===== src/rtl/mjp_pkg.sv =====
`timescale 1ns / 1ps
// ----------------------------------------------------------------------------
// mjp_pkg
// Shared types and constants of the multi-joint PID regulator: field widths,
// register indexes and reset values, controller states, datapath commands.
// ----------------------------------------------------------------------------
package mjp_pkg;

    // fixed point format and field widths
    localparam int FRAC_W    = 16;
    localparam int JSEL_W    = 3;
    localparam int ANG_IN_W  = 20;
    localparam int VAL_W     = 32;
    localparam int INT_W     = 48;
    localparam int GAIN_W    = 24;
    localparam int DT_W      = 17;
    localparam int CFG_IDX_W = 3;

    // register indexes
    localparam logic [CFG_IDX_W-1:0] CFG_KP   = 3'd0;
    localparam logic [CFG_IDX_W-1:0] CFG_KI   = 3'd1;
    localparam logic [CFG_IDX_W-1:0] CFG_KD   = 3'd2;
    localparam logic [CFG_IDX_W-1:0] CFG_DT   = 3'd3;
    localparam logic [CFG_IDX_W-1:0] CFG_RATE = 3'd4;

    // register reset values, unsigned Q8.16 (dt Q1.16)
    localparam logic [GAIN_W-1:0] RST_KP   = 24'd655360;
    localparam logic [GAIN_W-1:0] RST_KI   = 24'd6554;
    localparam logic [GAIN_W-1:0] RST_KD   = 24'd65536;
    localparam logic [DT_W-1:0]   RST_DT   = 17'd655;
    localparam logic [GAIN_W-1:0] RST_RATE = 24'd6553600;

    typedef enum logic [2:0] {
        S_IDLE,
        S_FETCH,
        S_LOAD,
        S_PLO,
        S_PHI,
        S_RND,
        S_WRITE,
        S_EMIT
    } ctrl_state_t;

    typedef enum logic [3:0] {
        OP_NONE,
        OP_CAPTURE,
        OP_FETCH,
        OP_LOAD,
        OP_PLO,
        OP_PHI,
        OP_RND,
        OP_WRITE,
        OP_EMIT
    } dp_op_t;

    // one product per step, in dependency order
    typedef enum logic [2:0] {
        STEP_INC,
        STEP_DERIV,
        STEP_PROP,
        STEP_INTEG,
        STEP_DIFF,
        STEP_MOVE
    } step_t;

    typedef struct packed {
        dp_op_t op;
        step_t  step;
    } cmd_t;

    typedef struct packed {
        logic in_range;
        logic is_preset;
        logic hist_valid;
        logic out_free;
    } status_t;

endpackage


===== src/rtl/mjp_controller.sv =====
`timescale 1ns / 1ps
// ----------------------------------------------------------------------------
// mjp_controller
// Sequencer of the PID regulator: takes one beat at a time, walks up to six
// products through the shared multiplier and hands the result to the output.
// ----------------------------------------------------------------------------
module mjp_controller (
    input  logic             aclk,
    input  logic             aresetn,
    input  logic             s_valid,
    output logic             s_ready,
    input  mjp_pkg::status_t status,
    output mjp_pkg::cmd_t    cmd
);

    mjp_pkg::ctrl_state_t state_reg, state_next;
    mjp_pkg::step_t       step_reg, step_next;

    always_ff @(posedge aclk) begin
        if (!aresetn) begin
            state_reg <= mjp_pkg::S_IDLE;
            step_reg  <= mjp_pkg::STEP_INC;
        end else begin
            state_reg <= state_next;
            step_reg  <= step_next;
        end
    end

    always_comb begin
        state_next = state_reg;
        step_next  = step_reg;
        cmd.op     = mjp_pkg::OP_NONE;
        cmd.step   = step_reg;
        s_ready    = 1'b0;
        unique case (state_reg)
            mjp_pkg::S_IDLE: begin
                s_ready = 1'b1;
                if (s_valid) begin
                    cmd.op     = mjp_pkg::OP_CAPTURE;
                    state_next = mjp_pkg::S_FETCH;
                end
            end
            mjp_pkg::S_FETCH: begin
                cmd.op = mjp_pkg::OP_FETCH;
                if (!status.in_range || status.is_preset) begin
                    state_next = mjp_pkg::S_EMIT;
                end else begin
                    state_next = mjp_pkg::S_LOAD;
                    step_next  = mjp_pkg::STEP_INC;
                end
            end
            mjp_pkg::S_LOAD: begin
                cmd.op     = mjp_pkg::OP_LOAD;
                state_next = mjp_pkg::S_PLO;
            end
            mjp_pkg::S_PLO: begin
                cmd.op     = mjp_pkg::OP_PLO;
                state_next = mjp_pkg::S_PHI;
            end
            mjp_pkg::S_PHI: begin
                cmd.op     = mjp_pkg::OP_PHI;
                state_next = mjp_pkg::S_RND;
            end
            mjp_pkg::S_RND: begin
                cmd.op     = mjp_pkg::OP_RND;
                state_next = mjp_pkg::S_WRITE;
            end
            mjp_pkg::S_WRITE: begin
                cmd.op     = mjp_pkg::OP_WRITE;
                state_next = mjp_pkg::S_LOAD;
                unique case (step_reg)
                    mjp_pkg::STEP_INC: begin
                        // no derivative on the first step of a joint
                        step_next = status.hist_valid ? mjp_pkg::STEP_DERIV
                                                      : mjp_pkg::STEP_PROP;
                    end
                    mjp_pkg::STEP_DERIV: step_next = mjp_pkg::STEP_PROP;
                    mjp_pkg::STEP_PROP:  step_next = mjp_pkg::STEP_INTEG;
                    mjp_pkg::STEP_INTEG: step_next = mjp_pkg::STEP_DIFF;
                    mjp_pkg::STEP_DIFF:  step_next = mjp_pkg::STEP_MOVE;
                    mjp_pkg::STEP_MOVE:  state_next = mjp_pkg::S_EMIT;
                    default:             state_next = mjp_pkg::S_EMIT;
                endcase
            end
            mjp_pkg::S_EMIT: begin
                if (status.out_free) begin
                    cmd.op     = mjp_pkg::OP_EMIT;
                    state_next = mjp_pkg::S_IDLE;
                end
            end
            default: state_next = mjp_pkg::S_IDLE;
        endcase
    end

endmodule


===== config.mk =====
export PLATFORM = sky130hd
export DESIGN_NAME = mjp_controller
export DESIGN_NICKNAME = d
export VERILOG_FILES = /design/src/rtl/mjp_pkg.sv /design/src/rtl/mjp_controller.sv
export SDC_FILE = /design/constraint.sdc
export NUM_CORES = 1
export LEC_CHECK = 0
export BUFFER_PORTS_ARGS = -buffer_cell sky130_fd_sc_hd__buf_2
export CAP_MARGIN = 20
export CORE_AREA = 5 5 42 44
export DETAILED_ROUTE_END_ITERATION = 6
export DIE_AREA = 0 0 47 49
export SLEW_MARGIN = 10
export SYNTH_ARGS = -nofsm -noshare
export SYNTH_HDL_FRONTEND = slang
export SYNTH_SLANG_ARGS = --single-unit
export TNS_END_PERCENT = 20

===== constraint.sdc =====
create_clock -name aclk -period 3.05 [get_ports aclk]
set_input_delay 0.4575 -clock aclk [delete_from_list [all_inputs] [get_ports aclk]]
set_output_delay 0.4575 -clock aclk [all_outputs]
set_load 0.05 [all_outputs]

==> impl_metrics.csv <==
group,metric,value,unit
placement,pre_cts_ws,1.49,ns
worst_setup_path,r2r-start,"state_reg[0]",
min_path,hold_class,"in2reg",
synth,yosys.area_share.adder,0,%
grt,grt_start_max_net_pins,15,
synth,yosys.area_share.simple,35.5,%
grt,grt_pass1_vias,343,
worst_setup_path,worst-setup-path-type,"reg2out",
synth,synth-edff-count,0,
min_path,holdCritStartpoint,"s_valid",
synth,synth_mux_area_share,0,%
worst_setup_path,startpoint_type,"flop",
placement,dpl.hpwl,630,microns
placement,dpl-instance-area,459,sq um
worst_setup_path,crit_path_cell_trace,"nand2_1 -> xnor2_1 -> buf_2",
synth,synth.avg_cell_area,7.68,sq um
synth,synthFlopType,"dfxtp_1",
synth,synth-xor-area-share,4.47,%
power_and_ir_drop,powerDensity,711,nW/um^2
grt,grt_pass1_wl,1440,microns
route,via_count,394,
route,drt_iter0_drc,4,
floorplan,die_w,47,microns
job,maxCapViolations,0,
timing,finalHoldViolCount,0,
synth,ys_seq_area_share,30.7,%
timing,finalSetupViolations,0,
timing,max_slew.worst_pin.slew,0.409,ns
synth,syn_nets,58,
clocking,cts.clk_slew.worst_paths,0.05,ns
route,finalWirelength,840,microns
floorplan,floorplan.initialDensity,27.9,%
clocking,ctsHtreeMaxLevel,1,
final_layout,antennaDiodeCount,0,
worst_setup_path,crit_start,"state_reg[0]",
timing,rsz0062_at_grt,"no",
clocking,clockRootBuffer,"clkbuf_4",
synth,synth_area_leaders,"dfxtp_1 31%, a21oi_1 7.7%, nand2_1 5.8%",
final_layout,final_cells,80,
timing,setup-tns-final,0,ns
floorplan,core_area,1400,sq um
synth,ys_ff_latch,6,
timing,skew,0.00374,ns
grt,grt_use_total,8.54,%
worst_setup_path,max_stage_delay,0.56,ns
timing,timing.final.ws_setup,1.21,ns
grt,overflow,0,
floorplan,die_y,49,microns
timing,relSlewSlack,72.7,%
clocking,cts_sinks,6,
synth,syn_area,392,sq um
route,drc,0,
timing,slew_viol_final,0,
clocking,cts_tree,"built",
worst_setup_path,crit_family,"flip-flops",
route,viasPerCell,4.93,
worst_setup_path,cp-endpoint,"cmd[5]",
status,status,"finished, final reports clean",
worst_setup_path,crit_cells,3,
power_and_ir_drop,peakVddDrop,0.000237,V
worst_setup_path,cpMaxStageDelayCell,"dfxtp_1",
synth,synthCells,51,
route,ant_nets,0,
worst_setup_path,timing.rr.end,"state_reg[0]",
synth,async_reset_ff_share,0,%
power_and_ir_drop,p_leak,0.222,nW
worst_setup_path,worst-path-buf-inv,1,
floorplan,ioPinCount,15,
final_layout,nets,73,
timing,fin_crit_sh,60.3,%
timing,final.min_clock_period,1.84,ns
final_layout,area_delta_synth_final,23.0,%
route,wire_per_inst,10.5,microns
route,first_pass_iters,4,
clocking,post_cts_resized,0,
timing,max_freq,543,MHz
synth,synth_top_family_by_area,"simple AND/OR/NAND/NOR gates",
floorplan,placementRows,14,
synth,yosys_warnings,0,
floorplan,dieArea,2300,sq um
placement,numPortBuffers,14,
synth,ys_types,25,
worst_setup_path,cp_max_fo,14,
clocking,cts_hold_buf,0,
worst_setup_path,cp_data_arrival_time,1.38,ns
worst_setup_path,reg2reg_slack,1.61,ns
clocking,clock_path_buffers,2,
worst_setup_path,r2r_cells,4,
placement,gp_congestion,0.654,
clocking,cts_made_buffers,3,
clocking,clock_latency,0.25,ns
final_layout,drive_above_1_share,32.8,%
final_layout,finalInstanceArea,482,sq um
placement,dp.cells,77,
synth,synth_top_area_share,30.7,%
worst_setup_path,cp.required,2.59,ns
synth,yosysTopAreaCell,"dfxtp_1",
clocking,cts_setup_buffers,0,
grt,antenna_found_initial,0,
synth,synth_compound_area_share,22.7,%
worst_setup_path,end_kind,"output pin",
[worst min-delay path by stage]
stage,end,slack [ns],cells after the start
finish,state_reg[0],0.45,3
global route,state_reg[0],0.50,3
CTS,state_reg[0],0.46,3
detailed placement,step_reg[0],0.52,2
global placement,step_reg[0],0.52,2
floorplan,step_reg[2],0.56,3
[logic make-up after synthesis]
kind of cell           after synthesis
AO/OA/AOI/OAI                       14
XOR/XNOR                             2
buffers and inverters                5
flip-flops                           6
AND/OR/NAND/NOR                     24
[per-layer routing]
metal,track usage (%),up-vias,share of wire (%),wire length (microns)
li1,-,212,-,-
met1,11.7,164,48,405
met4,5.53,0,1.7,14
met2,10.4,15,38,323
met3,3.69,3,11,96
met5,0,-,0,0
[tightest hold or removal path, stage by stage]
cell and delay, ns:
buf_2 0.09, o41ai_1 0.06, nor2_1 0.07
[synthesized netlist by cell type, types with 2 or more instances]
| cell | count |
|---|---|
| dfxtp_1 | 6 |
| nor2_1 | 4 |
| o21ai_1 | 2 |
| buf_2 | 3 |
| nor3_1 | 3 |
| o21a_1 | 2 |
| nor2_2 | 2 |
| a21oi_1 | 6 |
| nand2_1 | 6 |
| nand4b_1 | 2 |
[layout make-up]
| cell class | count | area [sq um] |
|---|---|---|
| Tap cell | 16 | 20.0 |
| Multi-Input combinational cell | 40 | 245 |
| Timing Repair Buffer | 14 | 70.1 |
| Clock buffer | 3 | 22.5 |
| Sequential cell | 6 | 120 |
| Inverter | 1 | 3.75 |
| Fill cell | 166 | 920 |
[cells in the final DEF (no fill, tap or decap), types with 2 or more instances in the layout]
master	synthesis	layout
a21oi_1	6	6
buf_2	3	14
clkbuf_4	0	3
dfxtp_1	6	6
nand2_1	6	6
nand4b_1	2	2
nor2_1	4	4
nor2_2	2	2
nor3_1	3	3
o21a_1	2	2
o21ai_1	2	2
[where the power goes]
part / internal (mW) / total, mW / switching (mW) / leakage [nW]
logic: 0.0437 / 0.150 / 0.106 / 0.159
registers: 0.0885 / 0.117 / 0.0281 / 0.0491
clock network: 0.0447 / 0.0765 / 0.0318 / 0.0138
total: 0.177 / 0.343 / 0.166 / 0.222
[stage by stage]
stage,total power [mW],hold slack (ns),utilization [%]
floorplan,0.248,0.562,-
global placement,0.268,0.524,32.8
detailed placement,0.268,0.523,32.8
CTS,0.345,0.459,34.4
global route,0.370,0.501,34.4
finish,0.343,0.454,34.4
Note: power is estimated with default switching activity, not from simulation.
